<file path="src/hdl/sorted_table_linear_interpolator_macros.svh">
// Assertion macros for the sorted table interpolator.
// Included by modules that carry concurrent checks; no other dependencies.
`ifndef SORTED_TABLE_LINEAR_INTERPOLATOR_MACROS_SVH
`define SORTED_TABLE_LINEAR_INTERPOLATOR_MACROS_SVH
`ifndef ASSERT_OFF
`define STLI_ASSERT(label, clk, rst, prop, msg) \
  label: assert property (@(posedge clk) disable iff (rst) prop) else $error(msg);
`define STLI_ASSERT_ALWAYS(label, clk, prop, msg) \
  label: assert property (@(posedge clk) prop) else $error(msg);
`else
`define STLI_ASSERT(label, clk, rst, prop, msg)
`define STLI_ASSERT_ALWAYS(label, clk, prop, msg)
`endif
`endif

</file>
<file path="src/hdl/stli_pkg.sv">
// Shared types and codes for the sorted table interpolator.
// No dependencies.
package stli_pkg;
  localparam int unsigned KEY_W = 16;
  localparam int unsigned VAL_W = 16;

  typedef enum logic [1:0] {
    CMD_LOAD = 2'd0, CMD_QUERY = 2'd1, CMD_CLEAR = 2'd2, CMD_NONE = 2'd3
  } cmd_t;

  typedef enum logic [2:0] {
    ST_EXACT = 3'd0, ST_INTERP = 3'd1, ST_EXTRAP = 3'd2, ST_FEW = 3'd3, ST_SPAN = 3'd4
  } status_t;

  typedef struct packed {
    logic [1:0]        cmd;
    logic signed [15:0] angle;
    logic signed [15:0] coef;
  } in_item_t;

  typedef struct packed {
    logic signed [15:0] value;
    logic [2:0]         status;
  } out_item_t;

  // per-cell compare flags handed to the controller
  typedef struct packed {
    logic valid;   // entry in use
    logic eq;      // key == probe
    logic le;      // key <= probe
    logic lt;      // key < probe
  } cell_flags_t;
endpackage

</file>
<file path="src/hdl/stli_if.sv">
// Valid/ready channel interface carrying one payload.
// Depends on stli_pkg for payload types.
interface stli_if #(parameter type payload_t = logic) (input logic clk);
  logic     valid;
  logic     ready;
  payload_t data;
  modport source (output valid, output data, input ready);
  modport sink (input valid, input data, output ready);
endinterface

</file>
<file path="src/hdl/stli_cell.sv">
// One table cell: holds a key/value pair, shifts from its left neighbor on insert.
// Depends on stli_pkg.
module stli_cell (
  input  logic                       clk,
  input  logic                       rst,
  input  logic                       clear,
  input  logic                       shift_en,   // insert pass active
  input  logic signed [15:0]         ins_key,
  input  logic signed [15:0]         ins_val,
  input  logic                       left_valid,
  input  logic                       left_le,    // left neighbor key <= ins_key
  input  logic signed [15:0]         left_key,
  input  logic signed [15:0]         left_val,
  input  logic signed [15:0]         probe,
  output logic signed [15:0]         key,
  output logic signed [15:0]         val,
  output stli_pkg::cell_flags_t      flags
);
  import stli_pkg::*;
  logic valid;

  assign flags.valid = valid;
  assign flags.eq    = valid && (key == probe);
  assign flags.le    = valid && (key <= probe);
  assign flags.lt    = valid && (key < probe);

  always_ff @(posedge clk) begin
    if (rst || clear) begin
      valid <= 1'b0;
    end else if (shift_en) begin
      // insert point is where this cell's key exceeds the new key (or is empty)
      if (!valid || !flags.le) begin
        if (left_valid && !left_le) begin
          key <= left_key;
          val <= left_val;
        end else begin
          key <= ins_key;
          val <= ins_val;
        end
        // an empty cell fills only when its left neighbor holds an entry
        if (left_valid) valid <= 1'b1;
      end
    end
  end
endmodule

</file>
<file path="src/hdl/stli_divider.sv">
// Serial restoring divider with round-half-away rounding of magnitudes.
// Depends on stli_pkg.
module stli_divider (
  input  logic        clk,
  input  logic        rst,
  input  logic        start,
  input  logic [32:0] num,   // magnitude
  input  logic [16:0] den,   // magnitude, nonzero
  output logic        done,
  output logic [33:0] quo
);
  import stli_pkg::*;
  localparam int unsigned NW = 34;
  logic [NW-1:0] n2;
  logic [17:0]   d2;
  logic [18:0]   rem;
  logic [5:0]    cnt;
  logic          busy;
  logic [18:0]   trial;

  assign trial = {rem[17:0], n2[NW-1]} - {1'b0, d2};

  always_ff @(posedge clk) begin
    if (rst) begin
      busy <= 1'b0;
      done <= 1'b0;
    end else begin
      done <= 1'b0;
      if (start) begin
        // (2n + d) / (2d)
        n2   <= {num, 1'b0} + {17'd0, den};
        d2   <= {den, 1'b0};
        rem  <= '0;
        cnt  <= 6'(NW);
        busy <= 1'b1;
      end else if (busy) begin
        if (!trial[18]) begin
          rem <= trial;
          quo <= {quo[NW-2:0], 1'b1};
        end else begin
          rem <= {rem[17:0], n2[NW-1]};
          quo <= {quo[NW-2:0], 1'b0};
        end
        n2  <= {n2[NW-2:0], 1'b0};
        cnt <= cnt - 6'd1;
        if (cnt == 6'd1) begin
          busy <= 1'b0;
          done <= 1'b1;
        end
      end
    end
  end
endmodule

</file>
<file path="src/hdl/sorted_table_linear_interpolator.sv">
// Sorted table interpolator.
// Channels: in_ch carries {cmd, angle, coef}; out_ch carries {value, status}.
// A load inserts the pair: every cell compares its key with the
// new key and either keeps, shifts from its left neighbor, or takes the pair.
// Clear empties the table. Load and clear give no result, and the next
// transfer can follow in the very next cycle.
// A query does the cell row compare, bracket pick and differences in the
// pick step; then a 17x17 product feeds a serial divider that yields one
// quotient bit per cycle. Exact hits and error cases skip the product and
// the divider and go straight from the pick step to the output register.
// One item is worked on at a time; the result sits in an output register
// until taken, and a new input is accepted while it waits.
// Reset empties the table and drops any pending result.
// A stalled receiver holds the result; the next query is computed and then
// waits for the slot, holding off input meanwhile.
// Depends on stli_pkg, stli_if, stli_cell, stli_divider and the macro header.
`include "sorted_table_linear_interpolator_macros.svh"
module sorted_table_linear_interpolator #(
  parameter int unsigned TABLE_DEPTH = 16
) (
  input logic clk,
  input logic rst,
  stli_if.sink   in_ch,
  stli_if.source out_ch
);
  import stli_pkg::*;
  localparam int unsigned CW = $clog2(TABLE_DEPTH + 1);
  localparam int unsigned IW = (TABLE_DEPTH > 1) ? $clog2(TABLE_DEPTH) : 1;

  typedef enum logic [2:0] {S_IDLE, S_PICK, S_MUL, S_DIV, S_OUT} state_t;
  state_t state;

  logic signed [15:0] keys [TABLE_DEPTH];
  logic signed [15:0] vals [TABLE_DEPTH];
  cell_flags_t        flags [TABLE_DEPTH];
  logic [CW-1:0]      count;
  logic signed [15:0] probe;
  logic signed [15:0] qangle;
  logic               do_ins, do_clr, accept;
  logic               out_load;
  in_item_t           it;

  assign it     = in_ch.data;
  assign accept = in_ch.valid && in_ch.ready;
  assign do_ins = accept && (it.cmd == CMD_LOAD) && (count < CW'(TABLE_DEPTH));
  assign do_clr = accept && (it.cmd == CMD_CLEAR);
  assign in_ch.ready = (state == S_IDLE);
  assign out_load = (state == S_OUT) && (!out_ch.valid || out_ch.ready);

  always_comb begin
    probe = (state == S_IDLE) ? it.angle : qangle;
  end

  for (genvar g = 0; g < TABLE_DEPTH; g++) begin : g_cell
    logic signed [15:0] lk, lv;
    logic lvld, lle;
    if (g == 0) begin : g_first
      // cell 0 sees a filled left neighbor that sorts below every key
      assign lk = '0; assign lv = '0; assign lvld = 1'b1; assign lle = 1'b1;
    end else begin : g_rest
      assign lk = keys[g-1]; assign lv = vals[g-1];
      assign lvld = flags[g-1].valid; assign lle = flags[g-1].le;
    end
    stli_cell u_cell (
      .clk(clk), .rst(rst), .clear(do_clr), .shift_en(do_ins),
      .ins_key(it.angle), .ins_val(it.coef),
      .left_valid(lvld), .left_le(lle), .left_key(lk), .left_val(lv),
      .probe(probe), .key(keys[g]), .val(vals[g]), .flags(flags[g])
    );
  end

  // bracket / match search over the cell flags
  logic          hit, bra;
  logic [IW-1:0] hit_i, bra_i;
  always_comb begin
    hit = 1'b0; hit_i = '0; bra = 1'b0; bra_i = '0;
    for (int i = TABLE_DEPTH - 1; i >= 0; i--) begin
      if (flags[i].eq) begin hit = 1'b1; hit_i = IW'(i); end
    end
    for (int i = 0; i + 1 < TABLE_DEPTH; i++) begin
      if (flags[i].lt && flags[i+1].valid && !flags[i+1].le) begin
        bra = 1'b1; bra_i = IW'(i);
      end
    end
  end

  logic signed [16:0] dx, dy, dc;
  logic signed [15:0] fa;
  logic signed [33:0] prod;
  logic               neg;
  logic               dstart, ddone;
  logic [33:0]        dq;
  logic signed [35:0] sum;
  out_item_t          res;

  // operands are 17-bit signed; the product needs 34 bits
  assign prod = 34'(dx) * 34'(dy);

  stli_divider u_div (
    .clk(clk), .rst(rst), .start(dstart),
    .num(prod[33] ? 33'(-prod) : prod[32:0]),
    .den(dc[16] ? 17'(-dc) : dc[16:0]),
    .done(ddone), .quo(dq)
  );
  assign dstart = (state == S_MUL);
  assign sum = 36'(fa) + (neg ? -$signed({2'b0, dq}) : $signed({2'b0, dq}));

  always_ff @(posedge clk) begin
    if (rst) begin
      state <= S_IDLE;
      count <= '0;
      out_ch.valid <= 1'b0;
    end else begin
      if (out_load) out_ch.valid <= 1'b1;
      else if (out_ch.valid && out_ch.ready) out_ch.valid <= 1'b0;
      if (out_load) out_ch.data <= res;
      if (do_clr) count <= '0;
      if (do_ins) count <= count + CW'(1);
      case (state)
        S_IDLE: if (accept && it.cmd == CMD_QUERY) begin
          qangle <= it.angle;
          state  <= S_PICK;
        end
        S_PICK: begin
          if (hit) begin
            res <= '{value: vals[hit_i], status: ST_EXACT};
            state <= S_OUT;
          end else if (count < CW'(2)) begin
            res <= '{value: '0, status: ST_FEW};
            state <= S_OUT;
          end else if (bra) begin
            fa <= vals[bra_i];
            dx <= 17'(qangle) - 17'(keys[bra_i]);
            dy <= 17'(vals[bra_i+IW'(1)]) - 17'(vals[bra_i]);
            dc <= 17'(keys[bra_i+IW'(1)]) - 17'(keys[bra_i]);
            res.status <= ST_INTERP;
            state <= S_MUL;
          end else if (keys[0] == keys[1]) begin
            res <= '{value: '0, status: ST_SPAN};
            state <= S_OUT;
          end else begin
            fa <= vals[0];
            dx <= 17'(qangle) - 17'(keys[0]);
            dy <= 17'(vals[1]) - 17'(vals[0]);
            dc <= 17'(keys[1]) - 17'(keys[0]);
            res.status <= ST_EXTRAP;
            state <= S_MUL;
          end
        end
        S_MUL: begin
          neg   <= (dx[16] ^ dy[16] ^ dc[16]) && (dx != 0) && (dy != 0);
          state <= S_DIV;
        end
        S_DIV: if (ddone) begin
          if (sum > 36'sd32767) res.value <= 16'sd32767;
          else if (sum < -36'sd32768) res.value <= -16'sd32768;
          else res.value <= sum[15:0];
          state <= S_OUT;
        end
        S_OUT: if (out_load) begin
          state <= S_IDLE;
        end
        default: state <= S_IDLE;
      endcase
    end
  end

  `STLI_ASSERT(a_cnt_max, clk, rst, count <= CW'(TABLE_DEPTH), "entry count overflow")
  `STLI_ASSERT(a_no_acc_busy, clk, rst, (state != S_IDLE) |-> !in_ch.ready, "accept while busy")
  `STLI_ASSERT(a_out_hold, clk, rst, (out_ch.valid && !out_ch.ready) |=> $stable(out_ch.data), "result changed under stall")
  `STLI_ASSERT(a_div_done, clk, rst, ddone |-> (state == S_DIV), "divider done outside divide")
endmodule
</file>
<file path="src/flat_wrapper.sv">
// flat-port wrapper written by rule: the top's interface ports become plain ports
module sorted_table_linear_interpolator_flat import stli_pkg::*;
#(
  parameter int unsigned TABLE_DEPTH = 16
)
  (clk, rst, in_ch_valid, in_ch_data, in_ch_ready, out_ch_valid, out_ch_data, out_ch_ready);
  stli_if in_ch_i (.clk(clk));
  stli_if out_ch_i (.clk(clk));
  input logic clk;
  input logic rst;
  input wire logic [$bits(in_ch_i.valid)-1:0] in_ch_valid;
  input wire logic [$bits(in_ch_i.data)-1:0] in_ch_data;
  output wire logic [$bits(in_ch_i.ready)-1:0] in_ch_ready;
  output wire logic [$bits(out_ch_i.valid)-1:0] out_ch_valid;
  output wire logic [$bits(out_ch_i.data)-1:0] out_ch_data;
  input wire logic [$bits(out_ch_i.ready)-1:0] out_ch_ready;
  assign in_ch_i.valid = in_ch_valid;
  assign in_ch_i.data = in_ch_data;
  assign in_ch_ready = in_ch_i.ready;
  assign out_ch_valid = out_ch_i.valid;
  assign out_ch_data = out_ch_i.data;
  assign out_ch_i.ready = out_ch_ready;
  sorted_table_linear_interpolator #(.TABLE_DEPTH(TABLE_DEPTH)) u_core (.clk(clk), .rst(rst), .in_ch(in_ch_i), .out_ch(out_ch_i));
endmodule
</file>
<file path="config.mk">
export PLATFORM = sky130hd
export DESIGN_NAME = sorted_table_linear_interpolator_flat
export DESIGN_NICKNAME = d
export VERILOG_FILES = /design/src/hdl/stli_pkg.sv /design/src/hdl/stli_if.sv /design/src/hdl/stli_cell.sv /design/src/hdl/stli_divider.sv /design/src/hdl/sorted_table_linear_interpolator.sv /design/src/flat_wrapper.sv
export VERILOG_INCLUDE_DIRS = /design/src /design/src/hdl
export SDC_FILE = /design/constraint.sdc
export NUM_CORES = 1
export LEC_CHECK = 0
export ABC_AREA = 1
export BUFFER_PORTS_ARGS = -buffer_cell sky130_fd_sc_hd__buf_2
export CAP_MARGIN = 25
export CORE_AREA = 5 5 42 44
export DETAILED_ROUTE_END_ITERATION = 8
export DIE_AREA = 0 0 47 49
export GPL_ROUTABILITY_DRIVEN = 0
export PLACE_DENSITY_LB_ADDON = 0.2
export SLEW_MARGIN = 20
export SYNTH_ARGS = -nofsm -noshare
export SYNTH_HDL_FRONTEND = slang
export SYNTH_SLANG_ARGS = --single-unit
</file>
<file path="constraint.sdc">
create_clock -name clk -period 0.8 [get_ports clk]
set_clock_uncertainty 0.05 [all_clocks]
set_input_delay 0.12 -clock clk [delete_from_list [all_inputs] [get_ports clk]]
set_output_delay 0.12 -clock clk [all_outputs]
set_load 0.01 [all_outputs]
</file>
Word-level counts from Yosys, hierarchy flattened
Index checks and enable logic that the tools add are counted.
- register bits after elaboration: 35
- output and inout bits: 3
- bits of input ports: 5
- eq/ne operators: 7
- multiplexer cells: 47
- bitwise gates (word level): 3
- reductions and logical operators: 156
- $add $sub $neg: 2
- $lt $le $gt $ge: 4
- operators by type and width (kind ; number):
    1-bit logical AND ; 81
    3-bit AND reduction ; 16
    1-bit two-way mux ; 39
    1-bit logical NOT ; 33
    1-bit logical OR ; 17
    1-bit by 16-bit <= comparator with 1-bit output (first input constant) ; 1
    16-bit logical NOT ; 1
    1-bit by 16-bit less-than comparator with 1-bit output (first input constant) ; 1
    16-bit two-way mux ; 1
    3-bit two-way mux ; 5
    3-bit one-hot mux with 5 select lines ; 1
    2-bit AND reduction ; 4
    3-bit by 2-bit equality test with 1-bit output (second input constant) ; 2
    6-bit by 1-bit equality test with 1-bit output (second input constant) ; 1
    6-bit two-way mux ; 1
    6-bit by 1-bit subtractor with 6-bit output (second input constant) ; 1
    5-bit by 1-bit adder with 5-bit output (second input constant) ; 1
    5-bit by 2-bit less-than comparator with 1-bit output (second input constant) ; 1
    5-bit less-than comparator (second input constant) ; 1
    2-bit nonzero test ; 2
    3-bit by 1-bit equality test with 1-bit output (second input constant) ; 1
    3-bit equality test (second input constant) ; 1
    3-bit logical NOT ; 1
    1-bit NOT ; 3
    other kinds (3) ; 3

Longest topological paths before layout
- depth after elaboration: 25
- mapped depth: 3
- gate-level depth less buffers: 3

Hierarchy
Synthesis repeated with hierarchy kept, for this count alone.
- cells, all modules: 5127
- area total of the unflattened synthesis: 45939.1 um^2
- by module, submodules not included (module ; area an instance (um^2) ; seq. area each (um^2) ; cells an instance ; times used):
    stli_cell at u_core.g_cell[0].u_cell ... ; 1913.1 ; 980.9 ; 169 ; 9
    stli_cell at u_core.g_cell[3].u_cell ... ; 1875.5 ; 980.9 ; 156 ; 7
    sorted_table_linear_interpolator ; 8619.5 ; 750.7 ; 1645 ; 1
    stli_divider ; 6972.9 ; 3313.2 ; 869 ; 1

Worst setup path before layout
Ideal clock, no wire load.
- path kind: reg-to-reg
- start: register u_core.out_ch.valid
- end: register u_core.state[2]
- stages on the path, launching flop included: 3
- buffers on the path: 0
- data required time: 0.672 ns
- clock period less this slack: 0.657 ns
- data arrival time: 0.529 ns
- library setup time: 0.078 ns
- setup slack: 0.143 ns
- cell sequence: dfxtp_1 nand2_1 nor3_1
- longest elaborated chain between the ends: 5
- RTL lines (what ; RTL line ; RTL):
    from (decl) ; stli_if.sv:7 ; modport source (output valid, output data, input ready);
    from (signal assigned) ; sorted_table_linear_interpolator.sv:112 ; out_ch.valid <= 1'b0;
    from (signal assigned) ; sorted_table_linear_interpolator.sv:114 ; if (out_load) out_ch.valid <= 1'b1;
    from (signal assigned) ; sorted_table_linear_interpolator.sv:115 ; else if (out_ch.valid && out_ch.ready) out_ch.valid <= 1'b0;
    1-bit logical NOT ; sorted_table_linear_interpolator.sv:48 ; assign out_load = (state == S_OUT) && (!out_ch.valid || out_ch.ready);
    1-bit logical OR ; sorted_table_linear_interpolator.sv:48 ;
    1-bit logical AND ; sorted_table_linear_interpolator.sv:48 ;
    2-bit by 1-bit != test with 1-bit output (no line) ; -- ;
    3-bit AND reduction (no line) ; -- ;
    to (signal assigned) ; sorted_table_linear_interpolator.sv:110 ; state <= S_IDLE;
    to (signal assigned) ; sorted_table_linear_interpolator.sv:122 ; state <= S_PICK;
    to (signal assigned) ; sorted_table_linear_interpolator.sv:127 ; state <= S_OUT;
    to (decl) ; sorted_table_linear_interpolator.sv:31 ; state_t state;
No other way between the ends.
A chain may end at the register's enable or synchronous reset.

Worst setup path after layout
- start: register u_core.state[2]
- end: output in_ch_ready
- longest elaborated chain between the ends: 1
- RTL lines (what ; RTL line ; RTL):
    3-bit logical NOT ; sorted_table_linear_interpolator.sv:47 ; assign in_ch.ready = (state == S_IDLE);
    to (decl) ; flat_wrapper.sv:13 ; output wire logic [$bits(in_ch_i.ready)-1:0] in_ch_ready;
No other way between the ends.

==> impl_results.md <==
* Synth warnings at 0
* Ant diodes at 0
* Final wirelength at 219 µm
* Outcome: finished with violations
* PwrDens at 2170 nW/µm²
* Mapped Cells at 9
* TritonCTS buffer count at 3
* Synth Area in Adders at 0%
* Worst VDD drop at 0.414 mV
* Slew Viols, Final at 0
* WP data required at 0.63 ns
* Worst hold slack at 0.0209 ns
* Sequential share of the synthesized area at 55.2%
* Share of layout cells above drive strength 1 at 75.0%
* Unrepaired setup endpoints after global routing: true
* Post-route design area at 155 µm²
* Synth top area share at 55.2%
* Die X at 47 µm
* Via density at 2.44
* Placement Cell Area at 105 µm²
* Initial antenna violation count at 0
* Global Route Usage Sum at 2.67%
* Final Cycle Share at 106%
* Critical path type: reg2out
* Mux contribution to synthesized area at 0%
* H-tree depth at 1
* Input/output buffers at 4
* DR DRC count at 0
* Compound-Gate Fraction of Synth Area at 6.90%
* DR iter-0 viols at 1
* Critical-path maximum fanout at 2
* Tightest Hold Check Type: in2reg
* Syn_area_per_cell at 8.06 µm²
* CTS Sinks at 2
* Clock Pin Slew Worst Setup and Hold Paths at 0.03 ns
* Synth area leader: dfxtp_1
* First-pass GRT wire length at 324 µm
* Failing checks: negative setup slack
* Ports at 8
* Starting Density at 5.18%
* Clock Latency Late Sink at 0.22 ns
* Largest family of logic cells by synthesized area: buffers and inverters
* Final antenna-violating net count at 0
* Most common cell after layout, fill and taps aside: clkbuf_4
* CP bufs+invs at 2
* Pwr Total at 0.336 mW
* Post-synth cell types at 7
* Lkg Pwr at 0.0660 nW
* DR vias at 78
* Mapped cell area at 72.6 µm²
* Synth Area in Simple Gates at 12.1%
* Tmin final at 0.845 ns
* CORE AREA at 1400 µm²
* Max cap viols at 0
* Final net count at 23
* Dominant cells by area after synthesis: dfxtp_1 55%, buf_4 10%, inv_1 10%, a21oi_1 6.9%, nor3_1 6.9%
* DIE AREA at 2300 µm²
* Final worst slack at -0.0453 ns
* Final setup viols at 2
* Die H at 49 µm
* CTS tree: yes
* CTS Hold Bufs at 0
* Crit path cell chain: inv_2 > buf_6
* Arr. time, crit path at 0.68 ns
* Area growth syn-to-layout at 114%
* Hold Fails Final Rpt at 0
* Synth Register Bits at 2
* DR WL/cell at 6.84 µm
* CP max-delay cell: dfxtp_2
* Most frequent cells in the layout: 3 x clkbuf_4, 2 x buf_2, 2 x buf_6, 2 x dfxtp_2
* Crit-path leading delay family: flip-flops
* Clock buffer depth at 2
* CP Capture Type: output port
* Highest Clock Rate at 1180 MHz
* First-pass DRT Iterations at 4
* FP Rows at 14
* Largest stage delay, worst path at 0.31 ns
* CTS Root Cell: clkbuf_4
* Largest net degree at the start of global routing at 3
* Syn Nets at 14
* Worst setup SP type: flip-flop
* XOR/XNOR share of the synthesized area at 0%
* Remaining Overflow, GRT at 0
* Vias in the first global route at 97
what timing repair did:
| action | 4_1_cts | 5_1_grt |
|---|---|---|
| gates resized for setup | 5 | 1 |
| endpoints found under the setup margin | 2 | 3 |
| buffers inserted | 1 | 0 |
cell families (layout without fill, tap and decap cells):
kind of cell           count (synthesis)  after routing
buffers and inverters                  3             10
AOI/OAI and AO/OA                      1              1
and+or+nand+nor                        2              2
other                                  1              1
DFF                                    2              2
metal layers:
metal / wire [µm] / share of wire [%] / vias to the layer above / track usage, %
met5: 0 / 0 / - / 0
met4: 0 / 0 / 0 / 6.91
met3: 24 / 11 / 0 / 1.11
met2: 96 / 44 / 6 / 2.71
met1: 98 / 45 / 34 / 1.75
li1: - / - / 38 / -
final cells by class:
cell class	instances	area [µm²]
Multi-Input combinational cell	4	22.5
Inverter	2	7.51
Fill cell	162	1250
Tap cell	16	20.0
Timing Repair Buffer	5	40.0
Sequential cell	2	42.5
Clock buffer	3	22.5
path summary, 6_finish.rpt:
kind / startpoint / end / slack (ns) / depth (start not counted)
min reg2reg: u_core.out_ch.valid / u_core.state[2] / 0.43 / 2
max reg2reg: u_core.state[2] / u_core.state[2] / 0.06 / 3
max: u_core.state[2] / in_ch_ready / -0.05 / 2
min: rst / u_core.state[2] / 0.02 / 2
registers in the layout, indices dropped and copies added (netlist names):
| signal | cells |
|---|---|
| u_core.state | 1 |
| u_core.out_ch.valid | 1 |
worst register-to-register path, delay by kind of cell, from the launching register on:
family | cells | cell delay, ns
buffers and inverters | 2 | 0.15
flip-flops | 1 | 0.31
AND/OR/NAND/NOR | 1 | 0.15
through the flow:
stage / setup TNS [ns] / setup slack (ns) / std cells / utilization [%]
finish: -0.0669 / -0.0453 / 32 / 11.1
CTS: -0.0915 / -0.0574 / 32 / 10.7
global route: -0.126 / -0.0844 / 32 / 11.1
detailed placement: 0 / 0.133 / 28 / 7.50
floorplan: 0 / 0.143 / 9 / -
global placement: 0 / 0.144 / 28 / 7.50
cells in the mapped netlist:
library cell	number
a21oi_1	1
buf_4	1
conb_1	1
dfxtp_1	2
inv_1	2
nand2_1	1
nor3_1	1
report_power, final:
group	switching, mW	total [mW]	internal (mW)
registers	0	0.100	0.100
clock network	0.0608	0.227	0.166
logic	0.00498	0.00885	0.00387
(Power assumes the default switching activity.)
